**config.mk**
```make
export PLATFORM = sky130hd
export DESIGN_NAME = joystick_gimbal_command_mapper_top
export DESIGN_NICKNAME = d
export VERILOG_FILES = /design/src/rtl/core/jgcm_pkg.sv /design/src/rtl/core/jgcm_div.sv /design/src/rtl/core/jgcm_dp.sv /design/src/rtl/core/jgcm_ctrl.sv /design/src/rtl/core/joystick_gimbal_command_mapper_top.sv
export VERILOG_INCLUDE_DIRS = /design/src /design/src/rtl/core
export SDC_FILE = /design/constraint.sdc
export NUM_CORES = 1
export LEC_CHECK = 0
export BUFFER_PORTS_ARGS = -buffer_cell sky130_fd_sc_hd__buf_2
export CAP_MARGIN = 5
export CORE_MARGIN = 2
export CORE_UTILIZATION = 60
export CTS_CLUSTER_DIAMETER = 80
export DETAILED_ROUTE_END_ITERATION = 10
export GPL_ROUTABILITY_DRIVEN = 0
export PLACE_DENSITY_LB_ADDON = 0.05
export SLEW_MARGIN = 10
export SYNTH_ARGS = -nofsm -noshare
export SYNTH_HDL_FRONTEND = slang
export SYNTH_HIERARCHICAL = 1
export SYNTH_SLANG_ARGS = --single-unit
```
**constraint.sdc**
```tcl
create_clock -name i_clk -period 10.65 [get_ports i_clk]
set_clock_uncertainty 0.2 [all_clocks]
set_input_delay 0.5325 -clock i_clk [delete_from_list [all_inputs] [get_ports i_clk]]
set_output_delay 0.5325 -clock i_clk [all_outputs]
set_load 0.01 [all_outputs]
```
**src/rtl/core/joystick_gimbal_command_mapper_top_defines.svh**
```systemverilog
// Assertion macros shared by the mapper's RTL files.
// Each macro expands to one labelled concurrent assertion, clocked on i_clk
// and switched off while i_rst_n is low.
`ifndef JOYSTICK_GIMBAL_COMMAND_MAPPER_TOP_DEFINES_SVH
`define JOYSTICK_GIMBAL_COMMAND_MAPPER_TOP_DEFINES_SVH

// Consequent must hold in the same cycle as the antecedent.
`define JGCM_ASSERT_SAME(name, ante, cons, text) \
    name: assert property (@(posedge i_clk) disable iff (!i_rst_n) (ante) |-> (cons)) \
        else $error(text);

// Consequent must hold in the cycle after the antecedent.
`define JGCM_ASSERT_NEXT(name, ante, cons, text) \
    name: assert property (@(posedge i_clk) disable iff (!i_rst_n) (ante) |=> (cons)) \
        else $error(text);

`endif

```
**src/rtl/core/jgcm_pkg.sv**
```systemverilog
package jgcm_pkg;

    localparam int AXIS_W = 16;
    localparam int DZ_W   = 15;
    localparam int RATE_W = 7;
    localparam int SPD_W  = 8;
    localparam int NUM_W  = AXIS_W + RATE_W;
    localparam int Q_W    = 8;
    localparam int CNT_W  = $clog2(Q_W);
    localparam int IDX_W  = 2;
    localparam int IN_W   = 56;
    localparam int OUT_W  = 32;

    localparam logic [IDX_W-1:0] CFG_DEADZONE   = 2'd0;
    localparam logic [IDX_W-1:0] CFG_MOVE_SPEED = 2'd1;
    localparam logic [IDX_W-1:0] CFG_ZOOM_RATE  = 2'd2;

    localparam logic [DZ_W-1:0]   DEADZONE_RST   = 15'd3277;
    localparam logic [RATE_W-1:0] MOVE_SPEED_RST = 7'd100;
    localparam logic [RATE_W-1:0] ZOOM_RATE_RST  = 7'd1;

    // Zone boundaries on the video axis (inclusive upper limits).
    localparam logic signed [AXIS_W-1:0] VID_LIM_IR_OFF  = -16'sd24576;
    localparam logic signed [AXIS_W-1:0] VID_LIM_VIS_OFF = -16'sd8192;
    localparam logic signed [AXIS_W-1:0] VID_LIM_NONE    = 16'sd8191;
    localparam logic signed [AXIS_W-1:0] VID_LIM_VIS_ON  = 16'sd24575;

    // Video zones double as the video command codes.
    typedef enum logic [2:0] {
        VID_NONE        = 3'd0,
        VID_VIS_PIP_OFF = 3'd1,
        VID_IR_PIP_OFF  = 3'd2,
        VID_VIS_PIP_ON  = 3'd3,
        VID_IR_PIP_ON   = 3'd4
    } t_vid_cmd;

    typedef struct packed {
        logic                     resync_video;
        logic                     thermal_selected;
        logic                     front_btn;
        logic                     home_button;
        logic                     zoom_out_btn;
        logic                     zoom_in_btn;
        logic signed [AXIS_W-1:0] video_raw;
        logic signed [AXIS_W-1:0] yaw_raw;
        logic signed [AXIS_W-1:0] pitch_raw;
        logic                     connected;
    } t_in_item;

    typedef struct packed {
        t_vid_cmd                video_command;
        logic                    ir_zoom_out_pulse;
        logic                    ir_zoom_in_pulse;
        logic                    go_front_pulse;
        logic                    go_home_pulse;
        logic signed [SPD_W-1:0] zoom_spd;
        logic signed [SPD_W-1:0] yaw_speed;
        logic signed [SPD_W-1:0] pitch_speed;
    } t_out_item;

    typedef struct packed {
        logic capture;
        logic mul;
        logic div_load;
        logic div_sel_yaw;
        logic div_step;
        logic save_pitch;
        logic update;
    } t_dp_cmd;

    typedef struct packed {
        logic out_free;
    } t_dp_stat;

endpackage

```
**src/rtl/core/jgcm_div.sv**
```systemverilog
module jgcm_div (
    input  logic                       i_clk,
    input  logic                       i_load,
    input  logic                       i_step,
    input  logic [jgcm_pkg::NUM_W-1:0] i_dividend,
    input  logic [jgcm_pkg::DZ_W-1:0]  i_divisor,
    output logic [jgcm_pkg::Q_W-1:0]   o_quotient
);

    // Restoring divider, one quotient bit per step. The caller guarantees the
    // quotient fits in Q_W bits, so the top bits of the dividend seed the
    // remainder directly.
    logic [jgcm_pkg::DZ_W-1:0] r_rem;
    logic [jgcm_pkg::Q_W-1:0]  r_quo;
    logic [jgcm_pkg::DZ_W:0]   trial;
    logic [jgcm_pkg::DZ_W:0]   diff;
    logic                      ge;

    always_comb begin
        trial = {r_rem, r_quo[jgcm_pkg::Q_W-1]};
        diff  = trial - {1'b0, i_divisor};
        ge    = (trial >= {1'b0, i_divisor});
    end

    always_ff @(posedge i_clk) begin
        if (i_load) begin
            r_rem <= i_dividend[jgcm_pkg::NUM_W-1:jgcm_pkg::Q_W];
            r_quo <= i_dividend[jgcm_pkg::Q_W-1:0];
        end else if (i_step) begin
            r_rem <= ge ? diff[jgcm_pkg::DZ_W-1:0] : trial[jgcm_pkg::DZ_W-1:0];
            r_quo <= {r_quo[jgcm_pkg::Q_W-2:0], ge};
        end
    end

    assign o_quotient = r_quo;

endmodule

```
**src/rtl/core/jgcm_dp.sv**
```systemverilog
module jgcm_dp (
    input  logic                       i_clk,
    input  logic                       i_rst_n,
    input  logic                       i_cfg_we,
    input  logic [jgcm_pkg::IDX_W-1:0] i_cfg_idx,
    input  logic [jgcm_pkg::DZ_W-1:0]  i_cfg_wdata,
    input  logic [jgcm_pkg::IN_W-1:0]  i_in_data,
    input  logic                       i_out_ready,
    output logic                       o_out_valid,
    output logic [jgcm_pkg::OUT_W-1:0] o_out_data,
    input  jgcm_pkg::t_dp_cmd          i_cmd,
    output jgcm_pkg::t_dp_stat         o_stat
);

    `include "joystick_gimbal_command_mapper_top_defines.svh"

    logic [jgcm_pkg::DZ_W-1:0]   r_deadzone;
    logic [jgcm_pkg::RATE_W-1:0] r_move_speed;
    logic [jgcm_pkg::RATE_W-1:0] r_zoom_rate;

    jgcm_pkg::t_in_item          r_in;
    logic [jgcm_pkg::NUM_W-1:0]  r_num_p;
    logic [jgcm_pkg::NUM_W-1:0]  r_num_y;
    logic                        r_act_p;
    logic                        r_act_y;
    logic [jgcm_pkg::Q_W-1:0]    r_q_p;

    logic                        r_active;
    logic                        r_zin_held;
    logic                        r_zout_held;
    logic                        r_home_held;
    logic                        r_front_held;
    jgcm_pkg::t_vid_cmd          r_zone;
    logic signed [jgcm_pkg::SPD_W-1:0] r_pitch;
    logic signed [jgcm_pkg::SPD_W-1:0] r_yaw;
    logic signed [jgcm_pkg::SPD_W-1:0] r_zoom;

    jgcm_pkg::t_out_item         r_out;
    logic                        r_out_valid;

    logic                        n_active;
    logic                        n_zin_held;
    logic                        n_zout_held;
    logic                        n_home_held;
    logic                        n_front_held;
    jgcm_pkg::t_vid_cmd          n_zone;
    logic signed [jgcm_pkg::SPD_W-1:0] n_pitch;
    logic signed [jgcm_pkg::SPD_W-1:0] n_yaw;
    logic signed [jgcm_pkg::SPD_W-1:0] n_zoom;
    jgcm_pkg::t_out_item         n_out;

    logic [jgcm_pkg::AXIS_W-1:0] abs_p;
    logic [jgcm_pkg::AXIS_W-1:0] abs_y;
    logic [jgcm_pkg::AXIS_W-1:0] diff_p;
    logic [jgcm_pkg::AXIS_W-1:0] diff_y;
    logic [jgcm_pkg::DZ_W-1:0]   den;
    logic [jgcm_pkg::Q_W-1:0]    q_y;
    jgcm_pkg::t_vid_cmd          zone_now;
    logic signed [jgcm_pkg::SPD_W-1:0] spd_p;
    logic signed [jgcm_pkg::SPD_W-1:0] spd_y;
    logic signed [jgcm_pkg::SPD_W-1:0] zoom_pos;

    function automatic logic signed [jgcm_pkg::SPD_W-1:0] axis_speed(
        input logic                        act,
        input logic                        neg,
        input logic [jgcm_pkg::Q_W-1:0]    q,
        input logic                        den_zero,
        input logic [jgcm_pkg::RATE_W-1:0] ms
    );
        logic [jgcm_pkg::RATE_W-1:0] mag;
        logic [jgcm_pkg::SPD_W-1:0]  ext;
        if (den_zero || (q > {1'b0, ms})) begin
            mag = ms;
        end else begin
            mag = q[jgcm_pkg::RATE_W-1:0];
        end
        ext = {1'b0, mag};
        if (!act) begin
            return '0;
        end else if (neg) begin
            return $signed(-ext);
        end else begin
            return $signed(ext);
        end
    endfunction

    // Deadzone scale denominator is 32767 - deadzone, i.e. the complement.
    assign den = ~r_deadzone;

    always_comb begin
        abs_p  = r_in.pitch_raw[jgcm_pkg::AXIS_W-1] ?
                 (~$unsigned(r_in.pitch_raw) + 16'd1) : $unsigned(r_in.pitch_raw);
        abs_y  = r_in.yaw_raw[jgcm_pkg::AXIS_W-1] ?
                 (~$unsigned(r_in.yaw_raw) + 16'd1) : $unsigned(r_in.yaw_raw);
        diff_p = abs_p - {1'b0, r_deadzone};
        diff_y = abs_y - {1'b0, r_deadzone};
    end

    jgcm_div u_div (
        .i_clk      (i_clk),
        .i_load     (i_cmd.div_load),
        .i_step     (i_cmd.div_step),
        .i_dividend (i_cmd.div_sel_yaw ? r_num_y : r_num_p),
        .i_divisor  (den),
        .o_quotient (q_y)
    );

    always_comb begin
        if (r_in.video_raw <= jgcm_pkg::VID_LIM_IR_OFF) begin
            zone_now = jgcm_pkg::VID_VIS_PIP_OFF;
        end else if (r_in.video_raw <= jgcm_pkg::VID_LIM_VIS_OFF) begin
            zone_now = jgcm_pkg::VID_IR_PIP_OFF;
        end else if (r_in.video_raw <= jgcm_pkg::VID_LIM_NONE) begin
            zone_now = jgcm_pkg::VID_NONE;
        end else if (r_in.video_raw <= jgcm_pkg::VID_LIM_VIS_ON) begin
            zone_now = jgcm_pkg::VID_VIS_PIP_ON;
        end else begin
            zone_now = jgcm_pkg::VID_IR_PIP_ON;
        end
    end

    always_comb begin
        spd_p    = axis_speed(r_act_p, r_in.pitch_raw[jgcm_pkg::AXIS_W-1], r_q_p,
                              (den == '0), r_move_speed);
        spd_y    = axis_speed(r_act_y, r_in.yaw_raw[jgcm_pkg::AXIS_W-1], q_y,
                              (den == '0), r_move_speed);
        zoom_pos = $signed({1'b0, r_zoom_rate});

        n_active     = r_active;
        n_zin_held   = r_zin_held;
        n_zout_held  = r_zout_held;
        n_home_held  = r_home_held;
        n_front_held = r_front_held;
        n_zone       = r_in.resync_video ? jgcm_pkg::VID_NONE : r_zone;
        n_pitch      = r_pitch;
        n_yaw        = r_yaw;
        n_zoom       = r_zoom;
        n_out        = '0;

        if (!r_in.connected) begin
            n_active    = 1'b0;
            n_zin_held  = 1'b0;
            n_zout_held = 1'b0;
        end else begin
            n_active = r_act_p | r_act_y | r_in.zoom_in_btn | r_in.zoom_out_btn;

            if (zone_now != n_zone) begin
                n_zone              = zone_now;
                n_out.video_command = zone_now;
            end

            n_out.go_home_pulse  = r_in.home_button & ~r_home_held;
            n_home_held          = r_in.home_button;
            n_out.go_front_pulse = r_in.front_btn & ~r_front_held;
            n_front_held         = r_in.front_btn;

            if (!n_active && r_active) begin
                n_pitch     = '0;
                n_yaw       = '0;
                n_zoom      = '0;
                n_zin_held  = 1'b0;
                n_zout_held = 1'b0;
            end else if (n_active) begin
                if (r_act_p || r_act_y) begin
                    n_pitch = spd_p;
                    n_yaw   = spd_y;
                end
                if (r_in.zoom_in_btn && !r_zin_held) begin
                    if (r_in.thermal_selected) begin
                        n_out.ir_zoom_in_pulse = 1'b1;
                    end else begin
                        n_zoom = zoom_pos;
                    end
                end else if (!r_in.zoom_in_btn && r_zin_held) begin
                    if (!r_in.thermal_selected && !r_in.zoom_out_btn) begin
                        n_zoom = '0;
                    end
                end
                n_zin_held = r_in.zoom_in_btn;
                if (r_in.zoom_out_btn && !r_zout_held) begin
                    if (r_in.thermal_selected) begin
                        n_out.ir_zoom_out_pulse = 1'b1;
                    end else begin
                        n_zoom = -zoom_pos;
                    end
                end else if (!r_in.zoom_out_btn && r_zout_held) begin
                    if (!r_in.thermal_selected && !r_in.zoom_in_btn) begin
                        n_zoom = '0;
                    end
                end
                n_zout_held = r_in.zoom_out_btn;
                // Zoom-in wins while both buttons are held and the thermal camera is not selected.
                if (r_in.zoom_in_btn && r_in.zoom_out_btn && !r_in.thermal_selected) begin
                    n_zoom = zoom_pos;
                end
            end
        end

        n_out.pitch_speed = n_pitch;
        n_out.yaw_speed   = n_yaw;
        n_out.zoom_spd    = n_zoom;
    end

    always_ff @(posedge i_clk) begin
        if (!i_rst_n) begin
            r_deadzone   <= jgcm_pkg::DEADZONE_RST;
            r_move_speed <= jgcm_pkg::MOVE_SPEED_RST;
            r_zoom_rate  <= jgcm_pkg::ZOOM_RATE_RST;
        end else if (i_cfg_we) begin
            case (i_cfg_idx)
                jgcm_pkg::CFG_DEADZONE:   r_deadzone   <= i_cfg_wdata;
                jgcm_pkg::CFG_MOVE_SPEED: r_move_speed <= i_cfg_wdata[jgcm_pkg::RATE_W-1:0];
                jgcm_pkg::CFG_ZOOM_RATE:  r_zoom_rate  <= i_cfg_wdata[jgcm_pkg::RATE_W-1:0];
                default: ;
            endcase
        end
    end

    always_ff @(posedge i_clk) begin
        if (i_cmd.capture) begin
            r_in <= i_in_data[$bits(jgcm_pkg::t_in_item)-1:0];
        end
        if (i_cmd.mul) begin
            r_act_p <= (abs_p > {1'b0, r_deadzone});
            r_act_y <= (abs_y > {1'b0, r_deadzone});
            r_num_p <= jgcm_pkg::NUM_W'(diff_p) * jgcm_pkg::NUM_W'(r_move_speed);
            r_num_y <= jgcm_pkg::NUM_W'(diff_y) * jgcm_pkg::NUM_W'(r_move_speed);
        end
        if (i_cmd.save_pitch) begin
            r_q_p <= q_y;
        end
        if (i_cmd.update) begin
            r_out <= n_out;
        end
    end

    always_ff @(posedge i_clk) begin
        if (!i_rst_n) begin
            r_active     <= 1'b0;
            r_zin_held   <= 1'b0;
            r_zout_held  <= 1'b0;
            r_home_held  <= 1'b0;
            r_front_held <= 1'b0;
            r_zone       <= jgcm_pkg::VID_NONE;
            r_pitch      <= '0;
            r_yaw        <= '0;
            r_zoom       <= '0;
            r_out_valid  <= 1'b0;
        end else begin
            if (i_cmd.update) begin
                r_active     <= n_active;
                r_zin_held   <= n_zin_held;
                r_zout_held  <= n_zout_held;
                r_home_held  <= n_home_held;
                r_front_held <= n_front_held;
                r_zone       <= n_zone;
                r_pitch      <= n_pitch;
                r_yaw        <= n_yaw;
                r_zoom       <= n_zoom;
                r_out_valid  <= 1'b1;
            end else if (i_out_ready) begin
                r_out_valid  <= 1'b0;
            end
        end
    end

    assign o_out_valid     = r_out_valid;
    assign o_out_data      = {1'b0, r_out};
    assign o_stat.out_free = !r_out_valid || i_out_ready;

    `JGCM_ASSERT_NEXT(a_update_shows_result, i_cmd.update, r_out_valid,
                      "result not presented after update")
    `JGCM_ASSERT_NEXT(a_disconnect_no_video, i_cmd.update && !r_in.connected,
                      r_out.video_command == jgcm_pkg::VID_NONE,
                      "video command on a disconnected tick")

endmodule

```
**src/rtl/core/jgcm_ctrl.sv**
```systemverilog
module jgcm_ctrl (
    input  logic               i_clk,
    input  logic               i_rst_n,
    input  logic               i_in_valid,
    output logic               o_in_ready,
    input  jgcm_pkg::t_dp_stat i_stat,
    output jgcm_pkg::t_dp_cmd  o_cmd
);

    `include "joystick_gimbal_command_mapper_top_defines.svh"

    typedef enum logic [6:0] {
        S_IDLE = 7'b0000001,
        S_MUL  = 7'b0000010,
        S_LDP  = 7'b0000100,
        S_DIVP = 7'b0001000,
        S_LDY  = 7'b0010000,
        S_DIVY = 7'b0100000,
        S_UPD  = 7'b1000000
    } t_state;

    localparam logic [jgcm_pkg::CNT_W-1:0] CNT_LAST = jgcm_pkg::CNT_W'(jgcm_pkg::Q_W - 1);
    localparam logic [jgcm_pkg::CNT_W-1:0] CNT_ONE  = jgcm_pkg::CNT_W'(1);

    t_state                     r_state;
    t_state                     n_state;
    logic [jgcm_pkg::CNT_W-1:0] r_cnt;
    logic [jgcm_pkg::CNT_W-1:0] n_cnt;

    always_comb begin
        n_state = r_state;
        n_cnt   = r_cnt;
        o_cmd   = '0;
        case (r_state)
            S_IDLE: begin
                o_cmd.capture = i_in_valid;
                if (i_in_valid) begin
                    n_state = S_MUL;
                end
            end
            S_MUL: begin
                o_cmd.mul = 1'b1;
                n_state   = S_LDP;
            end
            S_LDP: begin
                o_cmd.div_load = 1'b1;
                n_cnt          = '0;
                n_state        = S_DIVP;
            end
            S_DIVP: begin
                o_cmd.div_step = 1'b1;
                n_cnt          = r_cnt + CNT_ONE;
                if (r_cnt == CNT_LAST) begin
                    n_state = S_LDY;
                end
            end
            S_LDY: begin
                o_cmd.save_pitch  = 1'b1;
                o_cmd.div_load    = 1'b1;
                o_cmd.div_sel_yaw = 1'b1;
                n_cnt             = '0;
                n_state           = S_DIVY;
            end
            S_DIVY: begin
                o_cmd.div_step    = 1'b1;
                o_cmd.div_sel_yaw = 1'b1;
                n_cnt             = r_cnt + CNT_ONE;
                if (r_cnt == CNT_LAST) begin
                    n_state = S_UPD;
                end
            end
            S_UPD: begin
                o_cmd.update = i_stat.out_free;
                if (i_stat.out_free) begin
                    n_state = S_IDLE;
                end
            end
            default: begin
                n_state = S_IDLE;
            end
        endcase
    end

    always_ff @(posedge i_clk) begin
        if (!i_rst_n) begin
            r_state <= S_IDLE;
            r_cnt   <= '0;
        end else begin
            r_state <= n_state;
            r_cnt   <= n_cnt;
        end
    end

    assign o_in_ready = (r_state == S_IDLE);

    `JGCM_ASSERT_NEXT(a_accept_starts_work, i_in_valid && o_in_ready, r_state == S_MUL,
                      "accepted request did not start processing")
    `JGCM_ASSERT_NEXT(a_pitch_div_ends, r_state == S_DIVP && r_cnt == CNT_LAST,
                      r_state == S_LDY, "pitch division overran its step count")

endmodule

```
**src/rtl/core/joystick_gimbal_command_mapper_top.sv**
```systemverilog
// Joystick gimbal command mapper.
// One input request on the s_axis channel is one joystick poll tick; each
// request yields exactly one result request on the m_axis channel carrying
// the held pitch, yaw and zoom speeds, the button pulses and the video
// source/PIP command. The deadzone, move speed and zoom rate registers are
// written through the i_cfg port, one register per cycle; the user must
// write them only while the block is idle, which the block does not enforce.
// The pitch and yaw scaling share one restoring divider that takes 8 steps
// per axis. With the multiply, load and update states, a tick occupies the
// block until its update, so a new request is taken only after the previous
// tick has been updated.
// The input side is ready whenever the controller is idle, even while the
// previous result still waits in the output register. If the receiver
// stalls, the next tick is processed up to its update and then held until
// the output register is free; nothing is dropped or repeated.
// Reset (synchronous, active low) restores the register defaults, clears
// all held speeds and button flags and returns the video zone to neutral.
module joystick_gimbal_command_mapper_top (
    input  logic                       i_clk,
    input  logic                       i_rst_n,
    // Configuration write port: index 0 deadzone, 1 move speed, 2 zoom rate.
    input  logic                       i_cfg_we,
    input  logic [jgcm_pkg::IDX_W-1:0] i_cfg_idx,
    input  logic [jgcm_pkg::DZ_W-1:0]  i_cfg_wdata,
    input  logic                       s_axis_tvalid,
    output logic                       s_axis_tready,
    // tdata, from bit 0: connected, pitch_raw[15:0], yaw_raw[15:0],
    // video_raw[15:0], zoom in button, zoom out button, home_button,
    // front button, thermal_selected, resync_video, one unused pad bit.
    input  logic [jgcm_pkg::IN_W-1:0]  s_axis_tdata,
    output logic                       m_axis_tvalid,
    input  logic                       m_axis_tready,
    // tdata, from bit 0: pitch_speed[7:0], yaw_speed[7:0], zoom speed[7:0],
    // go_home_pulse, go_front_pulse, ir_zoom_in_pulse, ir_zoom_out_pulse,
    // video_command[2:0], one zero pad bit.
    output logic [jgcm_pkg::OUT_W-1:0] m_axis_tdata
);

    // Command and status between the sequencer and the datapath.
    jgcm_pkg::t_dp_cmd  dp_cmd;
    jgcm_pkg::t_dp_stat dp_stat;

    // The sequencer walks each tick through capture, multiply, the two
    // divisions and the state update.
    jgcm_ctrl u_ctrl (
        .i_clk      (i_clk),
        .i_rst_n    (i_rst_n),
        .i_in_valid (s_axis_tvalid),
        .o_in_ready (s_axis_tready),
        .i_stat     (dp_stat),
        .o_cmd      (dp_cmd)
    );

    // The datapath holds the configuration, the mapper state, the shared
    // divider and the output register.
    jgcm_dp u_dp (
        .i_clk       (i_clk),
        .i_rst_n     (i_rst_n),
        .i_cfg_we    (i_cfg_we),
        .i_cfg_idx   (i_cfg_idx),
        .i_cfg_wdata (i_cfg_wdata),
        .i_in_data   (s_axis_tdata),
        .i_out_ready (m_axis_tready),
        .o_out_valid (m_axis_tvalid),
        .o_out_data  (m_axis_tdata),
        .i_cmd       (dp_cmd),
        .o_stat      (dp_stat)
    );

endmodule
```
==> summary.md, run 1 <==
| Metric | Value |
|---|---|
| Clock root buffer | `sky130_fd_sc_hd__clkbuf_16` |
| Metal-1 WL | `23.0 mm` |
| Synth top cells by count | `sky130_fd_sc_hd__nand2_1, sky130_fd_sc_hd__inv_1, sky130_fd_sc_hd__edfxtp_1, sky130_fd_sc_hd__ha_1, sky130_fd_sc_hd__fa_1` |
| DRC Markers | `0` |
| Post-DR vias/cell | `a little over 6` |
| Kind of critical path | `register to register` |
| Area share of xor/xnor cells in the synthesized design | `4.74%` |
| Net count after synthesis | `between 2000 and 3000` |
| Setup crit end kind | `register` |
| Drt total wl | `approximately 56 mm` |
| Post-Syn Area | `between 20000 and 25000 um2` |
| Count of unique library cells instantiated by Yosys | `approximately 90` |
| YS warnings | `6` |
| Post-synthesis compound-gate area fraction | `between 10 and 15%` |
| GRT Overall Usage | `~32%` |
| Average wire per cell in the routed design | `slightly above 20 um` |
| Top layer reached by signal wires | `met4` |
| Rows | `67` |
| Top FF cell, synth | `sky130_fd_sc_hd__edfxtp_1` |
| Final layout net count | `2656` |
| Endpoint required time on the critical path | `10770 ps` |
| Max_slew headroom | `23.3%` |
| Setup violation total in the final timing report | `0` |
| Clk buf depth | `3` |
| Min Clock Period, post-route | `8780 ps` |
| H-tree depth reported by CTS | `1` |
| CTS tree | `yes` |
| Worst setup SP type | `register` |
| Antenna cell count | `0` |
| Count of buffers from port buffering | `about 110` |
| Number of global-route vias before repair | `approximately 17000` |
| Post-Synthesis Cells | `2153` |
| RSZ-0062 raised after global routing | `false` |
| Top post-synthesis cells by area | `sky130_fd_sc_hd__edfxtp_1, sky130_fd_sc_hd__fa_1, sky130_fd_sc_hd__ha_1` |
| Hold Crit Class | `primary input to register` |
| Reg clk slew, reported paths | `60 ps` |
| Number of flops mapped to enable cells by yosys | `165` |
| Final setup TNS | `0 ps` |
| Most instantiated library cell after synthesis | `sky130_fd_sc_hd__nand2_1` |
| Met2 WL post-DR | `between 20 and 30 mm` |
| Share of synthesized area spent on multiplexers | `3.74%` |
| Post-synth ARST share | `0%` |
| Met3 Wirelength | `roughly 4.5 mm` |
| Initial Util | `between 60 and 70%` |
| Count of clock tree sinks | `~240` |
| Largest net degree at the start of global routing | `50` |
| Worst endpoint data arrival time | `around 8900 ps` |
| Peak Freq | `114 MHz` |
| Height of the die | `189 um` |
| Total congestion overflow | `0` |
| Max-cap viol count | `0` |
| Number of antenna violations at the first check in global routing | `0` |
| Number of vias in the routed layout | `16900` |
| Yosys top cell by area | `sky130_fd_sc_hd__edfxtp_1` |
| Mean instance size in the synthesized netlist | `approximately 9.5 um2` |
| Post-detail-place hpwl | `41.1 mm` |
| Clock latency at the later pin of the worst-skew pair | `about 570 ps` |
| Post-CTS sizing | `0` |
| Area fraction in and, or, nand and nor cells after synthesis | `between 10% and 20%` |
| Count of final max-slew check failures | `0` |
| Die W | `between 150 and 200 um` |
| Total Die Area | `35700 um2` |
| Top-level port count | `around 110` |
| Final worst-path cycle share | `82.5%` |
| Total setup buffers inserted after CTS | `0` |
| Transition time at the pin with the least slew margin | `between 1000 and 1500 ps` |
| Area Overhead vs Synth | `12.4%` |
| Count of hold-fix buffers inserted at cts | `59` |
| Final Hold Violating Endpoints | `0` |
| Area of the core | `~34000 um2` |
| Register area share after synthesis | `a little under a third` |
| Synthesized-area fraction occupied by adder cells | `22.8%` |
| Residual antenna-violating net count after detailed routing | `0` |
| Number of iterations in the first detailed-routing pass | `7` |
| Initial DRC count | `1332` |
| Share of final-layout standard cells stronger than drive strength 1 | `11.1%` |
| Clock buffer count from CTS | `27` |
| Register bit count reported by yosys | `237` |
| Top cell type's share of synthesized area | `between 20% and 30%` |
| Outcome | `complete, no violations` |
| Critical path fanouts, max | `20` |
| Main combinational cell family by area after synthesis | `adder cells` |
| Global-route wire length before repair | `roughly 90 mm` |
[routing by layer]
metal | global-route usage (%) | up-vias
met3 | 5.15 | 147
met2 | 54.0 | 673
met5 | 0 | -
met1 | 42.3 | 8251
li1 | - | 7830
met4 | 11.2 | 0
[sequential cells by signal, indices dropped and copies added, names as in the netlist, 8 cells and up]
| name | count |
|---|---|
| u_dp/r_num_y | 23 |
| u_dp/r_yaw | 8 |
| u_dp/o_out_data | 31 |
| u_dp/u_div/o_quotient | 8 |
| u_dp/r_pitch | 8 |
| u_dp/u_div/r_rem | 15 |
| u_dp/r_zoom | 8 |
| u_dp/r_q_p | 8 |
| u_dp/r_in | 55 |
| u_dp/r_num_p | 23 |
| u_dp/r_deadzone | 15 |
[worst paths after layout]
path,startpoint,to,slack [ps],cells after the start
worst max register to register,u_dp/r_in[32]$_DFFE_PP_,u_dp/r_num_y[21]$_DFFE_PP_,1870,23
worst min-delay path,i_cfg_wdata[13],u_dp/r_deadzone[13]$_SDFFE_PN0P_,30,3
worst min register to register,u_dp/r_yaw[4]$_SDFFE_PN0P_,u_dp/r_yaw[4]$_SDFFE_PN0P_,250,2
worst max-delay path,u_dp/r_in[32]$_DFFE_PP_,u_dp/r_num_y[21]$_DFFE_PP_,1870,23
[worst max-delay path: stages, from the launching register on]
cell,delay [ps]
sky130_fd_sc_hd__edfxtp_1,840
sky130_fd_sc_hd__o21ai_0,350
sky130_fd_sc_hd__fa_1,470
sky130_fd_sc_hd__a21o_1,170
sky130_fd_sc_hd__a21oi_1,220
sky130_fd_sc_hd__o21bai_1,130
sky130_fd_sc_hd__a2111oi_1,910
sky130_fd_sc_hd__nor4_1,190
sky130_fd_sc_hd__nor3_1,640
sky130_fd_sc_hd__and2_1,250
sky130_fd_sc_hd__fa_1,450
sky130_fd_sc_hd__fa_1,530
sky130_fd_sc_hd__fa_1,500
sky130_fd_sc_hd__inv_1,50
sky130_fd_sc_hd__fa_1,470
sky130_fd_sc_hd__inv_1,40
sky130_fd_sc_hd__ha_1,200
sky130_fd_sc_hd__or4_1,570
sky130_fd_sc_hd__nand2b_1,160
sky130_fd_sc_hd__o21ai_0,580
sky130_fd_sc_hd__o211a_1,260
sky130_fd_sc_hd__o21bai_1,80
sky130_fd_sc_hd__a21oi_1,180
sky130_fd_sc_hd__xnor2_1,80
[per-stage QoR]
step / utilization, % / hold WS [ps] / std cells / worst slack [ps] / cell area (um2)
2_1_floorplan: - / 225 / 2153 / 3150 / 20500
5_1_grt: 68.5 / 16.1 / 2758 / 1550 / 23000
3_5_place_dp: 63.9 / 245 / 2649 / 2090 / 21500
4_1_cts: 68.5 / 13.4 / 2758 / 2060 / 23000
3_3_place_gp: 63.9 / 234 / 2649 / 2280 / 21500
6_report: 68.5 / 29.7 / 2758 / 1870 / 23000
[final cells by class]
type,count,area (um2)
tap,448,561
timing repair buffer,189,1290
inverter,206,773
sequential,237,6400
clock buffer,34,753
clock inverter,16,204
multi-input combinational,1628,13100
fill,2661,10600
[cells in the final DEF, fill, tap and decap left out, drive strengths merged, types with 11 or more instances in the layout]
cell type,count
xnor2,88
a21oi,105
or3,18
xor2,23
nand2,205
o211ai,24
nor2,121
o31ai,17
and2,122
clkbuf,34
nor2b,23
o21a,17
fa,141
nand2b,39
a21o,31
ha,148
o21ai,102
mux2,37
a31oi,27
a211oi,16
o21bai,14
and3,15
dfxtp,72
inv,204
clkinv,11
dlygate4sd3,59
nand3,37
nand4,15
nor3,51
mux2i,35
buf,130
nor4,24
or4,16
edfxtp,165
[cells by family (layout without fill, tap and decap cells)]
| logic type | after synthesis | count (layout) |
|---|---|---|
| simple gates | 720 | 720 |
| compound gates | 435 | 435 |
| fa+ha+maj | 289 | 289 |
| buf+inv | 288 | 445 |
| flops | 237 | 237 |
| xor+xnor | 111 | 111 |
| mux | 72 | 72 |
| other cells | 1 | 1 |
Power of run 1 is not shown: default switching activity piles up to over one toggle a cycle in this logic, so the estimate is an artifact.
==> inputs of run 2 (changes only) <==
clock period = 8.7 ns   (was 10.65 ns; I/O delays follow)
==> run 2 against run 1 <==
Design area rose by 0.67%. Critical endpoint is now u_dp/r_num_y[22]$_DFFE_PP_. Die area did not move. Largest cell class unchanged. Utilization rose by 0.46 points. Non-clock buffer count rose by 14. Critical path depth rose by 1. Critical path type unchanged.
==> summary.md, run 2 (synthesis results as in run 1) <==
| Metric | Value |
|---|---|
| Most frequent cell on the critical path | `sky130_fd_sc_hd__fa_1` |
| Count of buffers from port buffering | `109` |
| Number of antenna violations at the first check in global routing | `0` |
| RSZ-0062 raised after global routing | `false` |
| Most frequent cells in the layout | `sky130_fd_sc_hd__nand2_1, sky130_fd_sc_hd__inv_1, sky130_fd_sc_hd__edfxtp_1` |
| Drt total wl | `roughly 57 mm` |
| DRC Markers | `0` |
| Max-cap viol count | `0` |
| Critical path fanouts, max | `7` |
| Total congestion overflow | `0` |
| Met3 track demand over resource in global routing | `5.15%` |
| Depth of the worst register-to-register path | `24` |
| Cells on Worst Hold Path | `3` |
| Endpoint required time on the critical path | `between 8000 and 9000 ps` |
| Final setup TNS | `0 ps` |
| Post-DR vias/cell | `between 6 and 7` |
| Clock latency at the later pin of the worst-skew pair | `580 ps` |
| Final layout net count | `approximately 2700` |
| Outcome | `complete, no violations` |
| Clock root buffer | `sky130_fd_sc_hd__clkbuf_16` |
| Top-level port count | `roughly 110` |
| Worst setup SP type | `register` |
| Post-detail-place hpwl | `around 42 mm` |
| Critical Path Max Stage Delay | `roughly 830 ps` |
| Max_slew headroom | `between 15 and 20%` |
| Count of final max-slew check failures | `0` |
| Final Hold Violating Endpoints | `0` |
| Residual antenna-violating net count after detailed routing | `0` |
| Critical path's top delay family | `adder cells` |
| Global-route wire length before repair | `about 91 mm` |
| Total setup buffers inserted after CTS | `0` |
| Clk buf depth | `3` |
| Depth of the critical timing path with buffers and inverters included | `24` |
| Kind of critical path | `register to register` |
| Die W | `about 190 um` |
| Final worst-path cycle share | `between 90% and 100%` |
| Min Clock Period, post-route | `slightly above 8000 ps` |
| Worst-case register-to-register setup slack | `490 ps` |
| Post-CTS sizing | `0` |
| Average wire per cell in the routed design | `~21 um` |
| Most frequent standard cell in the layout excluding fill and tap cells | `sky130_fd_sc_hd__nand2_1` |
| Setup crit end kind | `register` |
| Transition time at the pin with the least slew margin | `1220 ps` |
| Area Overhead vs Synth | `13.1%` |
| Number of global-route vias before repair | `between 15000 and 20000` |
| Reg clk slew, reported paths | `approximately 60 ps` |
| GRT Overall Usage | `between 30% and 40%` |
| Largest net degree at the start of global routing | `50` |
| CTS tree | `yes` |
| Number of vias in the routed layout | `17000` |
| Clock buffer count from CTS | `29` |
| Share of final-layout standard cells stronger than drive strength 1 | `between 10% and 20%` |
| Crit path cell chain | `inv_1 -> ha_1 -> nand2_1 -> o21ai_0 -> fa_1 -> a21o_1 -> a21oi_1 -> o21bai_1 -> a2111oi_1 -> nor4_1 -> nor3_1 -> and2_1 -> fa_1 -> fa_1 -> fa_1 -> inv_1 -> fa_1 -> inv_1 -> ha_1 -> or4_1 -> o21ai_0 -> o211ai_1 -> a2111o_1 -> o211ai_1` |
| Sum of buffers and inverters on the critical path | `3` |
| Antenna cell count | `0` |
| Setup violation total in the final timing report | `0` |
| Slowest library cell on the worst path | `sky130_fd_sc_hd__a2111oi_1` |
| Initial Util | `~61%` |
| Count of clock tree sinks | `roughly 240` |
| GRT Max-Usage Layer | `met2` |
| Height of the die | `about 190 um` |
| Peak Freq | `around 120 MHz` |
| Count of hold-fix buffers inserted at cts | `70` |
| Area of the core | `around 34000 um2` |
| Hold Crit Class | `primary input to register` |
| Total Die Area | `between 30000 and 40000 um2` |
| Number of filler cells placed in the layout | `approximately 2600` |
| Worst endpoint data arrival time | `around 8400 ps` |
| Flip-flop count of the largest register, all copies and words added | `55` |
| GRT met1 Usage | `a little over two fifths` |
| Routing usage on met2 | `a little over half` |
| Rows | `67` |
| Initial DRC count | `approximately 1400` |
| Number of iterations in the first detailed-routing pass | `6` |
| H-tree depth reported by CTS | `1` |
| Largest register by flop count | `u_dp/r_in` |
==> run 2: cell types whose count changed in the layout (fill, tap and decap cells not counted), sizes merged <==
cell	change
clkinv	+2
clkinvlp	-2
dlygate4sd3	+11
inv	+2
buf	+3
clkbuf	+2
==> run 2: path summary, 6_finish.rpt <==
check                             startpoint                            end
hold / removal                 m_axis_tready  u_dp/o_out_valid$_SDFFE_PN0P_
setup reg to reg     u_dp/r_in[17]$_DFFE_PP_     u_dp/r_num_y[22]$_DFFE_PP_
hold reg to reg   u_dp/r_yaw[4]$_SDFFE_PN0P_     u_dp/r_yaw[4]$_SDFFE_PN0P_
setup / recovery     u_dp/r_in[17]$_DFFE_PP_     u_dp/r_num_y[22]$_DFFE_PP_
==> run 2: routing by layer <==
layer / routed length (um) / up-vias
met3: 4320 / 115
met4: 1610 / 0
met2: 27600 / 672
met1: 23600 / 8331
li1: - / 7880
met5: 0 / -
==> run 2: worst register-to-register path: stages, from the launching register on <==
cell and delay [ps]:
sky130_fd_sc_hd__edfxtp_1 380, sky130_fd_sc_hd__inv_1 110, sky130_fd_sc_hd__ha_1 240, sky130_fd_sc_hd__nand2_1 70
sky130_fd_sc_hd__o21ai_0 170, sky130_fd_sc_hd__fa_1 450, sky130_fd_sc_hd__a21o_1 170, sky130_fd_sc_hd__a21oi_1 230
sky130_fd_sc_hd__o21bai_1 120, sky130_fd_sc_hd__a2111oi_1 830, sky130_fd_sc_hd__nor4_1 190, sky130_fd_sc_hd__nor3_1 640
sky130_fd_sc_hd__and2_1 250, sky130_fd_sc_hd__fa_1 450, sky130_fd_sc_hd__fa_1 510, sky130_fd_sc_hd__fa_1 500
sky130_fd_sc_hd__inv_1 50, sky130_fd_sc_hd__fa_1 480, sky130_fd_sc_hd__inv_1 40, sky130_fd_sc_hd__ha_1 190
sky130_fd_sc_hd__or4_1 560, sky130_fd_sc_hd__o21ai_0 510, sky130_fd_sc_hd__o211ai_1 230, sky130_fd_sc_hd__a2111o_1 400
sky130_fd_sc_hd__o211ai_1 100
==> run 2: final cells by class <==
class / count / area [um2] / share of cell area, %
Clock buffer: 36 / 772 / 3.33
Clock inverter: 18 / 209 / 0.901
Inverter: 206 / 773 / 3.33
Multi-Input combinational cell: 1628 / 13100 / 56.3
Sequential cell: 237 / 6400 / 27.6
Tap cell: 448 / 561 / 2.42
Timing Repair Buffer: 203 / 1430 / 6.15
==> run 2: stage by stage <==
step / utilization [%] / instances / setup slack (ps) / cell area [um2] / hold WS [ps]
6_report: 69.0 / 2776 / 486 / 23200 / 74.0
5_1_grt: 69.0 / 2776 / 67.3 / 23200 / 77.3
4_1_cts: 69.0 / 2776 / 634 / 23200 / 42.4
3_5_place_dp: 64.0 / 2652 / 656 / 21500 / 244
3_3_place_gp: 64.0 / 2652 / 701 / 21500 / 234
2_1_floorplan: - / 2153 / 1200 / 20500 / 225
Power of run 2 is left out for the same reason.
==> inputs of run 3 (changes only) <==
BUFFER_PORTS_ARGS = not set   (was -buffer_cell sky130_fd_sc_hd__buf_2)
DONT_BUFFER_PORTS = 1   (was not set)
==> run 3 against run 2 <==
Non-clock buffer count down 95. Register-to-register slack better by 140 ps. Largest cell class unchanged. Hold slack better by 9.1 ps. Worst setup slack better by 140 ps. Design area down 2.1%. Utilization down 1.5 points. Highest routed layer unchanged. Clock-buffer cell count up 1.
==> summary.md, run 3 (synthesis results as in run 1) <==
| Metric | Value |
|---|---|
| Clock buffer count from CTS | `28` |
| Residual antenna-violating net count after detailed routing | `0` |
| Number of antenna violations at the first check in global routing | `3` |
| Final worst-path cycle share | `between 90% and 100%` |
| Top-level port count | `around 110` |
| Setup crit end kind | `register` |
| Worst setup SP type | `register` |
| Flip-flop count of the largest register, all copies and words added | `between 50 and 60` |
| Average wire per cell in the routed design | `21.0 um` |
| Clock root buffer | `sky130_fd_sc_hd__clkbuf_16` |
| Post-DR vias/cell | `just over 6` |
| DRC Markers | `0` |
| Max-cap viol count | `0` |
| Hold Crit Class | `primary input to register` |
| Outcome | `complete, no violations` |
| GRT Overall Usage | `between 30% and 40%` |
| Most frequent standard cell in the layout excluding fill and tap cells | `sky130_fd_sc_hd__nand2_1` |
| Height of the die | `between 150 and 200 um` |
| H-tree depth reported by CTS | `1` |
| RSZ-0062 raised after global routing | `false` |
| Initial DRC count | `~1300` |
| Total congestion overflow | `0` |
| Total Die Area | `35700 um2` |
| Most frequent cell on the critical path | `sky130_fd_sc_hd__fa_1` |
| CTS tree | `yes` |
| Largest net degree at the start of global routing | `50` |
| Reg clk slew, reported paths | `60 ps` |
| Post-detail-place hpwl | `between 40 and 50 mm` |
| Setup violation total in the final timing report | `0` |
| Count of buffers from port buffering | `0` |
| Final Hold Violating Endpoints | `0` |
| Critical path fanouts, max | `14` |
| Worst slack, placed | `around 620 ps` |
| Crit path cell chain | `buf_4 -> nand2_1 -> o21ai_0 -> fa_1 -> a21o_1 -> a21oi_1 -> o21bai_1 -> a2111oi_1 -> nor2_1 -> xnor2_1 -> and2_1 -> fa_1 -> fa_1 -> fa_1 -> inv_1 -> fa_1 -> inv_1 -> ha_1 -> nand2_1 -> o31ai_1 -> o21ai_0 -> o211ai_1 -> a2111o_1 -> o211ai_1` |
| Area of the core | `33600 um2` |
| Slowest library cell on the worst path | `sky130_fd_sc_hd__a2111oi_1` |
| Drt total wl | `~56 mm` |
| Largest register by flop count | `u_dp/r_in` |
| Global-route wire length before repair | `around 90 mm` |
| Most frequent cells in the layout | `sky130_fd_sc_hd__nand2_1, sky130_fd_sc_hd__inv_1, sky130_fd_sc_hd__edfxtp_1` |
| Transition time at the pin with the least slew margin | `approximately 1100 ps` |
| Kind of critical path | `register to register` |
| Number of vias in the routed layout | `around 17000` |
| Critical Path Max Stage Delay | `about 840 ps` |
| Clk buf depth | `3` |
| Rows | `67` |
| Min Clock Period, post-route | `roughly 8100 ps` |
| Total setup buffers inserted after CTS | `0` |
| Initial Util | `between 60% and 70%` |
| Count of clock tree sinks | `approximately 240` |
| Count of final max-slew check failures | `0` |
| Number of global-route vias before repair | `between 15000 and 20000` |
| Worst endpoint data arrival time | `between 8000 and 9000 ps` |
| Peak Freq | `approximately 120 MHz` |
| Number of iterations in the first detailed-routing pass | `6` |
| Share of final-layout standard cells stronger than drive strength 1 | `about 6.7%` |
| Max_slew headroom | `about a quarter` |
| Final layout net count | `approximately 2600` |
| Clock latency at the later pin of the worst-skew pair | `just under 600 ps` |
| Non-Filler Cell Area, Final | `around 23000 um2` |
| Final setup TNS | `0 ps` |
| Final setup slack of the worst path | `around 620 ps` |
| Die W | `approximately 190 um` |
| Endpoint required time on the critical path | `8790 ps` |
| Area Overhead vs Synth | `10.7%` |
| Placed Area | `between 20000 and 25000 um2` |
[run 3: changes by cell type in the layout (fill, tap and decap cells not counted), moves of 2 or more]
cell	delta
sky130_fd_sc_hd__diode_2	+4
sky130_fd_sc_hd__bufinv_16	-3
sky130_fd_sc_hd__clkinv_1	-3
sky130_fd_sc_hd__dlygate4sd3_1	+12
sky130_fd_sc_hd__buf_2	-109
sky130_fd_sc_hd__clkbuf_1	+3
sky130_fd_sc_hd__clkinv_4	+2
[run 3: what timing repair did]
action,CTS,global route
setup endpoints to repair,0,2
gates resized for setup,0,1
endpoints found under the hold margin,111,0
hold buffers,83,0
[run 3: through the flow]
step	hold WS (ps)	instances	util [%]
6_report	83.1	2682	67.6
5_1_grt	95.4	2681	67.5
3_3_place_gp	233	2544	62.4
3_5_place_dp	250	2544	62.4
2_1_floorplan	225	2153	-
4_1_cts	56.8	2678	67.5
[run 3: critical path: cells and delay by family (launching register included)]
family | cells | cell delay, ps
adder cells (fa/ha/maj) | 6 | 2680
XOR/XNOR | 1 | 540
buffers and inverters | 3 | 340
AND/OR/NAND/NOR | 4 | 550
AO/OA/AOI/OAI | 10 | 2990
flip-flops | 1 | 480
[run 3: layout make-up]
class                           instances  area [um2]
Multi-Input combinational cell       1628       13100
Fill cell                            2676       10900
Sequential cell                       237        6400
Timing Repair Buffer                  108        1030
Inverter                              206         773
Clock buffer                           37         744
Tap cell                              448         561
Clock inverter                         14         134
Antenna cell                            4        10.0
[run 3: final timing paths]
check	slack, ps	start	cells past startpoint	endpoint
max	620	u_dp/r_in[32]$_DFFE_PP_	24	u_dp/r_num_y[22]$_DFFE_PP_
min	80	i_cfg_idx[0]	3	u_dp/r_deadzone[5]$_SDFFE_PN0P_
max reg2reg	620	u_dp/r_in[32]$_DFFE_PP_	24	u_dp/r_num_y[22]$_DFFE_PP_
min reg2reg	260	u_dp/r_yaw[2]$_SDFFE_PN0P_	2	u_dp/r_yaw[2]$_SDFFE_PN0P_
[run 3: per-layer routing]
layer	share of wire [%]	track usage, %
met5	0	0
met4	3.6	11.7
met3	7.4	5.62
met2	47	52.5
met1	42	43.0
Power of run 3 is left out for the same reason.
